$ cat config.mk
export PLATFORM = sky130hd
export DESIGN_NAME = reader_writer_lock_arbiter
export DESIGN_NICKNAME = d
export VERILOG_FILES = /design/src/design/rwla_pkg.sv /design/src/design/rwla_ram.sv /design/src/design/rwla_engine.sv /design/src/design/reader_writer_lock_arbiter.sv
export SDC_FILE = /design/constraint.sdc
export NUM_CORES = 1
export LEC_CHECK = 0
export BUFFER_PORTS_ARGS = -buffer_cell sky130_fd_sc_hd__buf_2
export CORE_AREA = 2 2 109 153
export CTS_BUF_LIST = sky130_fd_sc_hd__clkbuf_8
export CTS_CLUSTER_SIZE = 28
export DETAILED_ROUTE_END_ITERATION = 12
export DIE_AREA = 0 0 111 155
export PLACE_DENSITY = 0.77
export SLEW_MARGIN = 10
export SYNTH_ARGS = -nofsm -noshare
export SYNTH_HDL_FRONTEND = slang
export SYNTH_SLANG_ARGS = --single-unit
$ cat constraint.sdc
create_clock -name clk -period 2.7 [get_ports clk]
set_clock_uncertainty 0.1 [all_clocks]
set_input_delay 0.135 -clock clk [delete_from_list [all_inputs] [get_ports clk]]
set_output_delay 0.135 -clock clk [all_outputs]
set_load 0.02 [all_outputs]
$ cat src/design/rwla_pkg.sv
// ----------------------------------------------------------------------------
// Reader-writer lock arbiter package
// Shared sizes, request and event codes, and ring pointer helper.
// ----------------------------------------------------------------------------
package rwla_pkg;

  // Writer ring sizing.
  localparam int RING_DEPTH = 16;
  localparam int RING_AW    = (RING_DEPTH > 1) ? $clog2(RING_DEPTH) : 1;
  localparam int FILL_W     = $clog2(RING_DEPTH + 1);

  // Reader count limit, capped by the 8-bit reader counter.
  localparam int          READER_LIMIT = 255;
  localparam logic [7:0]  READER_CAP   = (READER_LIMIT > 255) ? 8'd255 : 8'(READER_LIMIT);

  // Payload widths.
  localparam int ID_W    = 8;
  localparam int CNT_W   = 8;
  localparam int MODE_W  = 2;
  localparam int EVENT_W = 3;

  // Request codes.
  typedef enum logic [MODE_W-1:0] {
    MODE_RD_LOCK   = 2'd0,
    MODE_RD_UNLOCK = 2'd1,
    MODE_WR_LOCK   = 2'd2,
    MODE_WR_UNLOCK = 2'd3
  } mode_t;

  // Result event codes.
  typedef enum logic [EVENT_W-1:0] {
    EV_NONE    = 3'd0,
    EV_GRANTED = 3'd1,
    EV_READERS = 3'd2,
    EV_WRITER  = 3'd3,
    EV_ERROR   = 3'd4
  } event_t;

  // Advance a ring pointer with wrap at the ring depth.
  function automatic logic [RING_AW-1:0] ring_next(input logic [RING_AW-1:0] idx);
    logic [RING_AW-1:0] res;
    if (idx == RING_AW'(RING_DEPTH - 1)) begin
      res = '0;
    end else begin
      res = idx + RING_AW'(1);
    end
    return res;
  endfunction

endpackage

$ cat src/design/rwla_ram.sv
// ----------------------------------------------------------------------------
// Generic single-port-write, single-port-read RAM
// One write and one registered read per cycle; no reset on contents.
// ----------------------------------------------------------------------------
module rwla_ram #(
  parameter int WIDTH = 8,
  parameter int DEPTH = 16
) (
  input  logic                                   clk,
  input  logic                                   wr_en,
  input  logic [((DEPTH > 1) ? $clog2(DEPTH) : 1)-1:0] wr_addr,
  input  logic [WIDTH-1:0]                       wr_data,
  input  logic [((DEPTH > 1) ? $clog2(DEPTH) : 1)-1:0] rd_addr,
  output logic [WIDTH-1:0]                       rd_data
);

  logic [WIDTH-1:0] mem [DEPTH];

  // Write port and registered read port.
  always_ff @(posedge clk) begin
    if (wr_en) begin
      mem[wr_addr] <= wr_data;
    end
    rd_data <= mem[rd_addr];
  end

endmodule

$ cat src/design/rwla_engine.sv
// ----------------------------------------------------------------------------
// Reader-writer lock engine
// Holds the lock counters and ring pointers, reads the front writer from the
// ring memory, applies one request and registers its result event.
// ----------------------------------------------------------------------------
module rwla_engine (
  input  logic                          clk,
  input  logic                          rst_n,
  // Request channel.
  input  logic                          in_valid,
  output logic                          in_ready,
  input  logic [rwla_pkg::MODE_W-1:0]   in_mode,
  input  logic [rwla_pkg::ID_W-1:0]     in_requester_id,
  // Result channel.
  output logic                          out_valid,
  input  logic                          out_ready,
  output logic [rwla_pkg::EVENT_W-1:0]  out_event_res,
  output logic [rwla_pkg::ID_W-1:0]     out_granted_writer,
  output logic [rwla_pkg::CNT_W-1:0]    out_released_readers,
  // Ring memory port.
  output logic                          ram_wr_en,
  output logic [rwla_pkg::RING_AW-1:0]  ram_wr_addr,
  output logic [rwla_pkg::ID_W-1:0]     ram_wr_data,
  output logic [rwla_pkg::RING_AW-1:0]  ram_rd_addr,
  input  logic [rwla_pkg::ID_W-1:0]     ram_rd_data
);

  typedef enum logic {
    S_IDLE,
    S_EXEC
  } state_t;

  state_t                         state_r,   state_nxt;
  logic                           holds_r,   holds_nxt;
  logic [rwla_pkg::CNT_W-1:0]     total_r,   total_nxt;
  logic [rwla_pkg::CNT_W-1:0]     waiting_r, waiting_nxt;
  logic [rwla_pkg::RING_AW-1:0]   head_r,    head_nxt;
  logic [rwla_pkg::RING_AW-1:0]   tail_r,    tail_nxt;
  logic [rwla_pkg::FILL_W-1:0]    fill_r,    fill_nxt;
  logic                           ovalid_r,  ovalid_nxt;
  rwla_pkg::event_t               event_r,   event_nxt;
  logic [rwla_pkg::ID_W-1:0]      gw_r,      gw_nxt;
  logic [rwla_pkg::CNT_W-1:0]     rel_r,     rel_nxt;
  rwla_pkg::mode_t                mode_r,    mode_nxt;
  logic [rwla_pkg::ID_W-1:0]      id_r,      id_nxt;

  logic                           commit;
  logic [rwla_pkg::ID_W-1:0]      front_id;
  logic [rwla_pkg::CNT_W-1:0]     total_dec;

  // The read port always points at the front of the ring; the head only
  // moves on a commit, so the registered data stays current during a stall.
  assign ram_rd_addr = head_r;
  assign ram_wr_addr = tail_r;
  assign ram_wr_data = id_r;

  assign in_ready             = (state_r == S_IDLE);
  assign out_valid            = ovalid_r;
  assign out_event_res        = event_r;
  assign out_granted_writer   = gw_r;
  assign out_released_readers = rel_r;

  // A request is applied once the result register is free.
  assign commit    = (state_r == S_EXEC) && (!ovalid_r || out_ready);
  assign total_dec = total_r - rwla_pkg::CNT_W'(1);

  // On a write lock into an empty ring the new writer is the front itself.
  assign front_id = (fill_r == '0) ? id_r : ram_rd_data;

  // Request decode and state update.
  always_comb begin
    state_nxt   = state_r;
    holds_nxt   = holds_r;
    total_nxt   = total_r;
    waiting_nxt = waiting_r;
    head_nxt    = head_r;
    tail_nxt    = tail_r;
    fill_nxt    = fill_r;
    ovalid_nxt  = ovalid_r;
    event_nxt   = event_r;
    gw_nxt      = gw_r;
    rel_nxt     = rel_r;
    mode_nxt    = mode_r;
    id_nxt      = id_r;
    ram_wr_en   = 1'b0;

    // Retire a result transfer.
    if (ovalid_r && out_ready) begin
      ovalid_nxt = 1'b0;
    end

    // Capture a request transfer.
    if ((state_r == S_IDLE) && in_valid) begin
      mode_nxt  = rwla_pkg::mode_t'(in_mode);
      id_nxt    = in_requester_id;
      state_nxt = S_EXEC;
    end

    if (commit) begin
      state_nxt  = S_IDLE;
      ovalid_nxt = 1'b1;
      event_nxt  = rwla_pkg::EV_NONE;
      gw_nxt     = '0;
      rel_nxt    = '0;
      case (mode_r)
        rwla_pkg::MODE_RD_LOCK: begin
          if (total_r >= rwla_pkg::READER_CAP) begin
            event_nxt = rwla_pkg::EV_ERROR;
          end else begin
            total_nxt = total_r + rwla_pkg::CNT_W'(1);
            if (holds_r) begin
              waiting_nxt = waiting_r + rwla_pkg::CNT_W'(1);
            end else begin
              event_nxt = rwla_pkg::EV_GRANTED;
            end
          end
        end
        rwla_pkg::MODE_RD_UNLOCK: begin
          if (total_r <= waiting_r) begin
            event_nxt = rwla_pkg::EV_ERROR;
          end else begin
            total_nxt = total_dec;
            // The last reader out hands the lock to the front writer.
            if ((fill_r != '0) && (total_dec == '0) && !holds_r) begin
              gw_nxt    = ram_rd_data;
              head_nxt  = rwla_pkg::ring_next(head_r);
              fill_nxt  = fill_r - rwla_pkg::FILL_W'(1);
              holds_nxt = 1'b1;
              event_nxt = rwla_pkg::EV_WRITER;
            end
          end
        end
        rwla_pkg::MODE_WR_LOCK: begin
          if (fill_r == rwla_pkg::FILL_W'(rwla_pkg::RING_DEPTH)) begin
            event_nxt = rwla_pkg::EV_ERROR;
          end else begin
            ram_wr_en = 1'b1;
            tail_nxt  = rwla_pkg::ring_next(tail_r);
            // Enqueue and immediate grant leave the fill count unchanged.
            if ((total_r == '0) && !holds_r) begin
              gw_nxt    = front_id;
              head_nxt  = rwla_pkg::ring_next(head_r);
              holds_nxt = 1'b1;
              event_nxt = rwla_pkg::EV_GRANTED;
            end else begin
              fill_nxt = fill_r + rwla_pkg::FILL_W'(1);
            end
          end
        end
        rwla_pkg::MODE_WR_UNLOCK: begin
          if (!holds_r) begin
            event_nxt = rwla_pkg::EV_ERROR;
          end else begin
            holds_nxt = 1'b0;
            // Waiting readers go before any queued writer.
            if (waiting_r != '0) begin
              rel_nxt     = waiting_r;
              waiting_nxt = '0;
              event_nxt   = rwla_pkg::EV_READERS;
            end else if ((fill_r != '0) && (total_r == '0)) begin
              gw_nxt    = ram_rd_data;
              head_nxt  = rwla_pkg::ring_next(head_r);
              fill_nxt  = fill_r - rwla_pkg::FILL_W'(1);
              holds_nxt = 1'b1;
              event_nxt = rwla_pkg::EV_WRITER;
            end
          end
        end
        default: begin
          event_nxt = rwla_pkg::EV_ERROR;
        end
      endcase
    end
  end

  // State, counters, pointers and the result register.
  always_ff @(posedge clk) begin
    mode_r  <= mode_nxt;
    id_r    <= id_nxt;
    event_r <= event_nxt;
    gw_r    <= gw_nxt;
    rel_r   <= rel_nxt;
    if (!rst_n) begin
      state_r   <= S_IDLE;
      holds_r   <= 1'b0;
      total_r   <= '0;
      waiting_r <= '0;
      head_r    <= '0;
      tail_r    <= '0;
      fill_r    <= '0;
      ovalid_r  <= 1'b0;
    end else begin
      state_r   <= state_nxt;
      holds_r   <= holds_nxt;
      total_r   <= total_nxt;
      waiting_r <= waiting_nxt;
      head_r    <= head_nxt;
      tail_r    <= tail_nxt;
      fill_r    <= fill_nxt;
      ovalid_r  <= ovalid_nxt;
    end
  end

endmodule

$ cat src/design/reader_writer_lock_arbiter.sv
// ----------------------------------------------------------------------------
// Reader-writer lock arbiter
// Lock manager with counted readers and a FIFO ring of waiting writers.
// ----------------------------------------------------------------------------
// Each request (read lock, read unlock, write lock, write unlock) yields one
// result event. A request passes a transfer step, in which the front of the
// writer ring is read from the ring memory, and then an execute step, in
// which the registered read data is used and the state and ring are
// updated. The registered read port of the ring memory makes the execute
// step a separate one. A finished result sits in an output register, so
// the next request is taken while it waits; the execute step holds only
// while that register is still full. Unlock without a holder, a full ring
// and a full reader count answer with the error event and change nothing.
module reader_writer_lock_arbiter (
  input  logic                          clk,
  input  logic                          rst_n,
  input  logic                          in_valid,
  output logic                          in_ready,
  input  logic [rwla_pkg::MODE_W-1:0]   in_mode,
  input  logic [rwla_pkg::ID_W-1:0]     in_requester_id,
  output logic                          out_valid,
  input  logic                          out_ready,
  output logic [rwla_pkg::EVENT_W-1:0]  out_event_res,
  output logic [rwla_pkg::ID_W-1:0]     out_granted_writer,
  output logic [rwla_pkg::CNT_W-1:0]    out_released_readers
);

  logic                         ram_wr_en;
  logic [rwla_pkg::RING_AW-1:0] ram_wr_addr;
  logic [rwla_pkg::ID_W-1:0]    ram_wr_data;
  logic [rwla_pkg::RING_AW-1:0] ram_rd_addr;
  logic [rwla_pkg::ID_W-1:0]    ram_rd_data;

  // Lock state and request sequencing.
  rwla_engine u_engine (
    .clk                  (clk),
    .rst_n                (rst_n),
    .in_valid             (in_valid),
    .in_ready             (in_ready),
    .in_mode              (in_mode),
    .in_requester_id      (in_requester_id),
    .out_valid            (out_valid),
    .out_ready            (out_ready),
    .out_event_res        (out_event_res),
    .out_granted_writer   (out_granted_writer),
    .out_released_readers (out_released_readers),
    .ram_wr_en            (ram_wr_en),
    .ram_wr_addr          (ram_wr_addr),
    .ram_wr_data          (ram_wr_data),
    .ram_rd_addr          (ram_rd_addr),
    .ram_rd_data          (ram_rd_data)
  );

  // Ring of queued writer ids.
  rwla_ram #(
    .WIDTH (rwla_pkg::ID_W),
    .DEPTH (rwla_pkg::RING_DEPTH)
  ) u_ring (
    .clk     (clk),
    .wr_en   (ram_wr_en),
    .wr_addr (ram_wr_addr),
    .wr_data (ram_wr_data),
    .rd_addr (ram_rd_addr),
    .rd_data (ram_rd_data)
  );

endmodule
==> impl_metrics.tcl, run 1 <==
set metrics [dict create \
    crit_fanout 4 \
    p_comb_share_pct 7.5 \
    synthCells 574 \
    r2r_slack_ns 0.16 \
    clk-insertion-delay-late_ns 0.47 \
    path_clk_slew_ns 0.12 \
    synth_ff_type "edfxtp_1" \
    leakagePower_nw 3.309 \
    cts_tree "done" \
    dpl.hpwl_um 12750 \
    dpl_cell_area_um2 9176 \
    finalSetupViolCount 0 \
    drt-pass1-iter-count 4 \
    area_growth_pct 13.73 \
    postLayoutCoreUtil_pct 61.42 \
    die_x_um 111 \
    synthDistinctLibCells 73 \
    maxCapViolations 0 \
    critical_path_class "reg -> reg" \
    grt_pass1_wl_um 28740 \
    max_slew_margin_pct 54.07 \
    fillerInstances 1150 \
    drive_gt1_share_pct 24.66 \
    wl_met1_um 6661 \
    track_usage_pct 21.79 \
    synth_edf_count 157 \
    pin_count 35 \
    path_cells "nand2b_1, fa_1, a21o_1, a21oi_1, nand3_1, o31ai_1, or4b_1, o311ai_1" \
    syn_area_per_cell_um2 14.96 \
    yosysSeqAreaShare_pct 64.24 \
    netSwitchingPower_mw 1.536 \
    cp-end-kind "flop" \
    reg2reg_depth 8 \
    cts_made_buffers 17 \
    cts_sinks 197 \
    p_seq_share_pct 58.4 \
    finalHoldViolCount 0 \
    worst_path_max_delay_cell "fa_1" \
    drc 0 \
    grt_pass1_vias 5476 \
    fin_setup_tns_ns 0 \
    r2r_start "u_engine.mode_r[0]" \
    async_flop_share_pct 0 \
    gp_congestion 0.9322 \
    grt_overflow 0 \
    multi_input_area_um2 2894 \
    cp-endpoint "u_engine.fill_r[4]" \
    cp-start-kind "flop" \
    timing.final.crit_share_pct 94.05 \
    antenna_found_initial 0 \
    mappedNetlistNets 611 \
    rsz0062_at_grt "false" \
    drtIter0Drc 434 \
    clk_path_buf_depth 2 \
    clock.fmax_ghz 0.3938 \
    start_util_pct 54.01 \
    p_int_mw 4.264 \
    drt.antenna.violating_nets 0 \
    post_drt_wl_per_cell_um 20.78 \
    min_path_cells 2 \
    cellPowerDensity_nw_per_um2 594.0 \
    fin_nets 689 \
    peakVddDrop_mv 0.5372 \
    grt_max_degree 37 \
    wl_met2_um 10300 \
    vias 5179 \
    htree_levels 4 \
    hold_start "in_mode[1]" \
    design_area_um2 9764 \
    arrival_ns 2.82 \
    status "finished clean" \
    wl_met3_um 592 \
    cp.required_ns 2.98 \
    diodes 0 \
    r2r-end "u_engine.fill_r[4]" \
    die_h_um 155 \
    p_clk_share_pct 34.1 \
    p_sw_share_pct 26.48 \
    synth-seq-cells 197 \
    viasPerCell 5.994 \
    root_buffer "clkbuf_8" \
    die_area_um2 17210 \
    post-cts-setup-buffer-count 0 \
    io_buffers 34 \
    min_path_type "in -> reg" \
    slowest_delay_ns 0.49 \
    period_minus_slack_ns 2.539 \
    final_cell_mix "edfxtp_1 (157), nor2_1 (47), mux4_2 (40)" \
    register_area_um2 5517 \
    ys_warn_count 0 \
    crit_path_start "u_engine.mode_r[0]" \
    tightest_slew_ns 0.6880 \
    num_rows 55 \
    maxSlewViolCount 0 \
    dr.max_layer_used "met4" \
    hold_ws_ns 0.2707 \
    finalWirelength_um 17960 \
    dpl_worst_slack_ns 0.2132 \
    netlist_area_um2 8586 \
    core_area_um2 15900 \
    final_common_cell "edfxtp_1" \
    finalWorstSetupSlack_ns 0.1606 \
]
## cell type report
cell class                      count  area share, %
Clock buffer                       17          2.396
Clock inverter                     15          2.191
Inverter                           15         0.5766
Multi-Input combinational cell    336          29.64
Sequential cell                   197          56.50
Tap cell                          199          2.550
Timing Repair Buffer               85          6.151
## power by group through the flow
| stage | combinational [mW] | clock, mW | sequential, mW |
|---|---|---|---|
| 6_report | 0.437 | 1.98 | 3.39 |
| 4_1_cts | 0.435 | 2.02 | 3.39 |
| 3_5_place_dp | 0.417 | 0 | 3.46 |
| 2_1_floorplan | 0.258 | 0 | 3.46 |
| 5_1_grt | 0.473 | 2.13 | 3.40 |
| 3_3_place_gp | 0.405 | 0 | 3.45 |
## how the worst min path moves through the flow
stage / slack, ns / to
6_report: 0.27 / u_engine.mode_r[1]
2_1_floorplan: 0.13 / u_engine.mode_r[0]
4_1_cts: 0.24 / u_engine.mode_r[1]
5_1_grt: 0.25 / u_engine.mode_r[1]
3_3_place_gp: 0.21 / u_engine.ram_wr_data[7]
3_5_place_dp: 0.21 / u_engine.mode_r[1]
## critical path: cells and delay by family (launching register included)
family / cells / cell delay [ns]
AOI/OAI and AO/OA: 4 / 0.61
adders and majority gates: 1 / 0.49
DFF: 1 / 0.40
and+or+nand+nor: 3 / 0.84
## cells by family after synthesis
logic type               Yosys count  share of synthesized area (%)
AO/OA/AOI/OAI                     90                          7.287
XOR/XNOR                          10                          1.020
adder cells (fa/ha/maj)           23                          3.439
buffers and inverters             41                          2.055
flip-flops                       197                          64.24
multiplexers                      46                          11.21
AND/OR/NAND/NOR                  167                          10.75
## Yosys cell counts (2+ instances only)
cell type / n / area [um^2]
nand2b_1: 10 / 62.56
inv_1: 14 / 52.55
nor3b_1: 3 / 22.52
mux2i_1: 5 / 50.05
ha_1: 22 / 275.3
a22o_1: 9 / 78.83
nand3_1: 11 / 55.05
and2_1: 4 / 25.02
xnor2_1: 9 / 78.83
buf_2: 9 / 45.04
o21ai_0: 19 / 95.09
or4b_1: 2 / 20.02
a21o_1: 3 / 22.52
a21oi_1: 20 / 100.1
a41oi_1: 2 / 17.52
and3_1: 2 / 12.51
a31oi_1: 5 / 31.28
nor2b_1: 3 / 18.77
nand2_1: 26 / 97.59
or2_2: 2 / 12.51
nor4_1: 3 / 18.77
clkbuf_1: 12 / 45.04
or3_1: 2 / 12.51
nand3b_1: 5 / 37.54
nand4_1: 10 / 62.56
o21ai_1: 2 / 10.01
dfxtp_1: 40 / 800.8
o31ai_1: 10 / 75.07
o2111a_1: 2 / 22.52
nor2_1: 47 / 176.4
and2b_1: 2 / 15.01
or4_1: 8 / 60.06
a211oi_1: 2 / 15.01
nor3_1: 12 / 60.06
edfxtp_1: 157 / 4715
a21boi_0: 2 / 15.01
mux4_2: 40 / 900.9
buf_1: 3 / 11.26
## through the flow
step | power [mW] | cells
CTS | 5.841 | 864
finish | 5.800 | 864
global placement | 3.856 | 818
floorplan | 3.717 | 574
global route | 6.000 | 864
detailed placement | 3.876 | 818
## what timing repair did
item                                   in CTS  in global routing
hold buffers                               14                  0
endpoints found under the hold margin      19                  0
resized for setup                           0                  0
## routing by layer
metal,track usage [%],vias to the layer above
li1,-,2417
met1,23.55,2591
met2,42.10,141
met3,3.701,30
met4,8.690,0
met5,0,-
## registers in the layout (all words and copies together), names as in the netlist
signal                         count
u_ring.rd_data                     8
u_engine.ram_wr_data               8
u_engine.fill_r                    5
u_engine.waiting_r                 8
u_engine.holds_r                   1
u_engine.state_r                   1
u_engine.mode_r                    2
u_engine.out_released_readers      8
u_engine.out_valid                 1
u_engine.ram_rd_addr               4
u_engine.out_event_res             3
u_ring.mem                       128
u_engine.total_r                   8
u_engine.out_granted_writer        8
u_engine.ram_wr_addr               4
(Power assumes the default switching activity.)
==> inputs of run 2 (changes only) <==
Settings changed: CELL_PAD_IN_SITES_DETAIL_PLACEMENT set to 1, CELL_PAD_IN_SITES_GLOBAL_PLACEMENT set to 1, CORE_AREA 2 2 109 153 to 2 2 110 155, DIE_AREA 0 0 111 155 to 0 0 112 157, PLACE_DENSITY 0.77 to 0.86.
==> impl_metrics.tcl, run 2 (synthesis gave the netlist of run 1 again) <==
set metrics [dict create \
    htree_levels 4 \
    power.total_mw 5.768 \
    maxSlewViolCount 0 \
    rsz0062_at_grt "false" \
    worst_path_max_delay_cell "nor4b_1" \
    leakagePower_nw 3.330 \
    drt.antenna.violating_nets 0 \
    viasPerCell 6.147 \
    cts_made_buffers 17 \
    critical_path_class "reg -> reg" \
    antenna_found_initial 0 \
    maxCapViolations 0 \
    final_cell_mix "edfxtp_1 (157), nor2_1 (46), buf_4 (41)" \
    dpl_worst_slack_ns 0.02218 \
    area_growth_pct 14.06 \
    tightest_slew_ns 0.7280 \
    arrival_ns 2.82 \
    final_common_cell "edfxtp_1" \
    track_usage_pct 24.42 \
    fin_nets 694 \
    dpl.hpwl_um 14930 \
    finalSetupViolCount 0 \
    drive_gt1_share_pct 25.82 \
    post_drt_wl_per_cell_um 23.34 \
    clk_path_buf_depth 2 \
    largest_reg_flops 128 \
    drtIter0Drc 457 \
    placed_cells 820 \
    cp.required_ns 2.96 \
    core_area_um2 16100 \
    cp-start-kind "flop" \
    path_clk_slew_ns 0.11 \
    cp_top_family "simple AND/OR/NAND/NOR gates" \
    cts_sinks 197 \
    instances_no_fill 869 \
    path_cells "inv_1, ha_1, nor4b_1, buf_4, nand2_1, or3_4, a21oi_4, o21ai_0, nor3b_2" \
    cp-end-kind "flop" \
    clock.fmax_ghz 0.3908 \
    max_slew_margin_pct 51.40 \
    finalHoldViolCount 0 \
    grt_max_degree 36 \
    diodes 0 \
    peakVddDrop_mv 0.4545 \
    gp_congestion 0.9121 \
    drc 0 \
    timing.final.crit_share_pct 94.77 \
    status "finished clean" \
    grt_overflow 0 \
    clk-insertion-delay-late_ns 0.48 \
    min_path_type "in -> reg" \
    cellPowerDensity_nw_per_um2 589.0 \
    root_buffer "clkbuf_8" \
    drt-pass1-iter-count 4 \
    largest-register "u_ring.mem" \
    fillerInstances 1541 \
    vias 5342 \
    io_buffers 34 \
    grt_pass1_wl_um 32120 \
    grt_pass1_vias 5860 \
    crit_fanout 6 \
    finalWorstSetupSlack_ns 0.1411 \
    cts_tree "done" \
    finalWirelength_um 20290 \
    slowest_delay_ns 0.42 \
    fin_setup_tns_ns 0 \
    pin_count 35 \
    start_util_pct 53.32 \
    die_x_um 112 \
    die_area_um2 17580 \
    die_h_um 157 \
    crit_buf_inv 2 \
    period_minus_slack_ns 2.559 \
    num_rows 55 \
]
[run 2: report_power, final]
group | leakage, nW | internal (mW) | switching (mW)
registers | 1.76 | 3.33 | 0.0674
logic | 1.36 | 0.188 | 0.252
clock network | 0.209 | 0.730 | 1.20
total | 3.33 | 4.25 | 1.52
[run 2: final cells by class]
class	count	area [um^2]	area share [%]
Multi-Input combinational cell	336	2908	29.69
Tap cell	199	249.0	2.542
Clock buffer	17	234.0	2.389
Inverter	15	56.30	0.5749
Sequential cell	197	5519	56.36
Clock inverter	15	188.9	1.929
Timing Repair Buffer	90	638.1	6.516
[run 2: final timing paths]
path                         startpoint                      end  slack [ns]  depth (start not counted)
hold / removal       in_requester_id[6]  u_engine.ram_wr_data[6]        0.27                          2
hold reg to reg      u_engine.fill_r[3]       u_engine.fill_r[3]        0.44                          2
setup / recovery  u_engine.waiting_r[0]       u_engine.fill_r[0]        0.14                          9
setup reg to reg  u_engine.waiting_r[0]       u_engine.fill_r[0]        0.14                          9
[run 2: metal layers]
metal	track usage (%)	vias up	share of wire [%]
met1	25.47	2747	36
met4	11.27	0	3.4
li1	-	2417	-
met2	47.71	125	58
met3	3.774	53	2.4
met5	0	-	0
[run 2: through the flow]
stage                     hold slack, ns  util [%]  area [um^2]
final                             0.2706     60.82         9793
after detailed placement          0.2137     57.08         9191
after global routing              0.2532     60.82         9793
after floorplan                   0.1339         -         8586
after global placement            0.2124     57.08         9191
after CTS                         0.2275     60.61         9759
[run 2: timing repair]
item                                   CTS  global route
pin swaps                                0             1
buffers inserted                         0             3
hold buffers                            14             0
endpoints found under the hold margin   19             0
setup endpoints to repair                3            19
resized for setup                        1             4
==> inputs of run 3 (changes only) <==
Settings changed: ABC_AREA set to 1, BUFFER_PORTS_ARGS -buffer_cell sky130_fd_sc_hd__buf_2 to -buffer_cell sky130_fd_sc_hd__clkbuf_2, CORE_AREA 2 2 110 155 to 2 2 114 161, DIE_AREA 0 0 112 157 to 0 0 116 163, PLACE_DENSITY 0.86 to 0.87.
==> impl_metrics.tcl, run 3 <==
set metrics [dict create \
    status "finished clean" \
    clock.fmax_ghz 0.4005 \
    area_growth_pct 13.01 \
    grt_pass1_vias 7143 \
    ys_warn_count 0 \
    synth_most_common_cell "edfxtp_1" \
    dpl.hpwl_um 17640 \
    drive_gt1_share_pct 14.74 \
    synthDistinctLibCells 44 \
    core_area_um2 17560 \
    synth_xor_area_share_pct 0.9986 \
    cellPowerDensity_nw_per_um2 620.7 \
    final_common_cell "edfxtp_1" \
    maxCapViolations 0 \
    maxSlewViolCount 0 \
    critical_path_class "reg -> reg" \
    mappedNetlistNets 864 \
    min_path_type "in -> reg" \
    yosysSeqAreaShare_pct 62.88 \
    max_slew_margin_pct 37.86 \
    synth_ff_type "edfxtp_1" \
    grt_overflow 0 \
    synth_common_cells "edfxtp_1 (157), nor2_1 (140), nand2_1 (112)" \
    hold_ws_ns 0.05223 \
    synth-seq-cells 197 \
    syn_area_per_cell_um2 10.61 \
    placed_cells 1105 \
    largest-register "u_ring.mem" \
    netlist_area_um2 8771 \
    synth-adder-area-share_pct 3.367 \
    clk_path_buf_depth 2 \
    path_clk_slew_ns 0.10 \
    leakagePower_nw 3.694 \
    largest_reg_flops 128 \
    finalHoldViolCount 0 \
    peakVddDrop_mv 0.3430 \
    htree_levels 4 \
    power.total_mw 6.152 \
    tightest_slew_ns 0.9287 \
    num_rows 58 \
    viasPerCell 5.794 \
    synthCells 827 \
    pin_count 35 \
    synth_edf_count 157 \
    crit_fanout 7 \
    die_area_um2 18910 \
    synth_mux_area_share_pct 0 \
    post_drt_wl_per_cell_um 22.26 \
    instances_no_fill 1149 \
    synth_simple_gate_area_share_pct 17.46 \
    yosys.area.top_type "edfxtp_1" \
    drtIter0Drc 511 \
    drc 0 \
    gp_congestion 0.9237 \
    io_buffers 34 \
    antenna_found_initial 0 \
    cts_made_buffers 17 \
    drt-pass1-iter-count 4 \
    ys_top_cells_by_area "edfxtp_1 (54%), dfxtp_1 (9.1%), nor2_1 (6.0%)" \
    drt.antenna.violating_nets 0 \
    fin_nets 933 \
    die_h_um 163 \
    finalSetupViolCount 0 \
    timing.final.crit_share_pct 92.49 \
    final_cell_mix "edfxtp_1 (157), nor2_1 (140), nand2_1 (112)" \
    vias 6657 \
    die_x_um 116 \
    grt_max_degree 67 \
    rsz0062_at_grt "false" \
    cts_sinks 197 \
    clk-insertion-delay-late_ns 0.48 \
    start_util_pct 49.94 \
    synth_top_family_by_area "simple AND/OR/NAND/NOR gates" \
    fin_setup_tns_ns 0 \
    arrival_ns 2.76 \
    diodes 0 \
    finalWirelength_um 25570 \
    cts_tree "done" \
    period_minus_slack_ns 2.497 \
    grt_pass1_wl_um 39410 \
    cp-start-kind "flop" \
    async_flop_share_pct 0 \
    root_buffer "clkbuf_8" \
    cp-end-kind "flop" \
    cp.required_ns 2.96 \
    track_usage_pct 28.32 \
    synth-compound-area-share_pct 11.47 \
    synth_top_area_share_pct 53.75 \
]
-- run 3: cell types whose count changed in the layout (fill, tap and decap cells not counted), moves of 34 or more --
| cell | delta |
|---|---|
| nor2_1 | +94 |
| o21ai_0 | +60 |
| inv_1 | +36 |
| buf_2 | -34 |
| clkbuf_2 | +34 |
| nand2_1 | +86 |
| mux4_2 | -40 |
-- run 3: power breakdown --
| part | internal (mW) | total, mW | switching, mW |
|---|---|---|---|
| Clock | 0.868 | 2.01 | 1.15 |
| Combinational | 0.216 | 0.698 | 0.482 |
| Sequential | 3.35 | 3.44 | 0.0945 |
| Total | 4.43 | 6.15 | 1.72 |
-- run 3: worst paths after layout --
check | from | endpoint | slack (ns) | cells past startpoint
min | rst_n | u_engine.fill_r[0] | 0.05 | 3
max | u_engine.total_r[0] | u_engine.ram_rd_addr[0] | 0.20 | 9
min reg2reg | u_engine.fill_r[2] | u_engine.fill_r[2] | 0.41 | 2
max reg2reg | u_engine.total_r[0] | u_engine.ram_rd_addr[0] | 0.20 | 9
-- run 3: logic make-up (layout without fill, tap and decap cells) --
family	count (synthesis)	in the layout
compound gates	173	173
xor+xnor	10	10
fa+ha+maj	23	23
buf+inv	84	166
flops	197	197
simple gates	340	340
-- run 3: timing repair --
item,CTS,global route
endpoints found under the hold margin,12,0
endpoints found under the setup margin,0,1
hold buffers,12,0
buffers inserted,0,0
resized for setup,0,1
-- run 3: critical path, stage by stage, from the launching register on --
cell and delay (ns):
dfxtp_1 0.37, inv_1 0.20, ha_1 0.25, nand2_1 0.08, nor3_1 0.31, a31oi_1 0.16, a21oi_2 0.33, nand3_4 0.14
xor2_1 0.18, nor2_1 0.26
-- run 3: area by class of cell --
class                           instances  area [um^2]
Clock buffer                           17        234.0
Clock inverter                         15        187.7
Fill cell                            1944         7650
Inverter                               56        210.2
Multi-Input combinational cell        546         2933
Sequential cell                       197         5517
Tap cell                              240        300.3
Timing Repair Buffer                   78        530.5
-- run 3: stage by stage --
stage / cell area [um^2] / setup slack, ns / utilization, %
after detailed placement: 9365 / 0.2848 / 53.33
after global placement: 9365 / 0.4244 / 53.33
after global routing: 9912 / 0.04891 / 56.44
final: 9912 / 0.2029 / 56.44
after CTS: 9907 / 0.2174 / 56.41
after floorplan: 8778 / 0.2071 / -
-- run 3: layer usage --
metal / vias to the layer above / global-route usage [%] / part of all wire [%]
li1: 3054 / - / -
met1: 3338 / 30.75 / 37
met2: 191 / 51.46 / 54
met3: 74 / 4.801 / 3.8
met4: 0 / 15.64 / 4.9
met5: - / 0 / 0
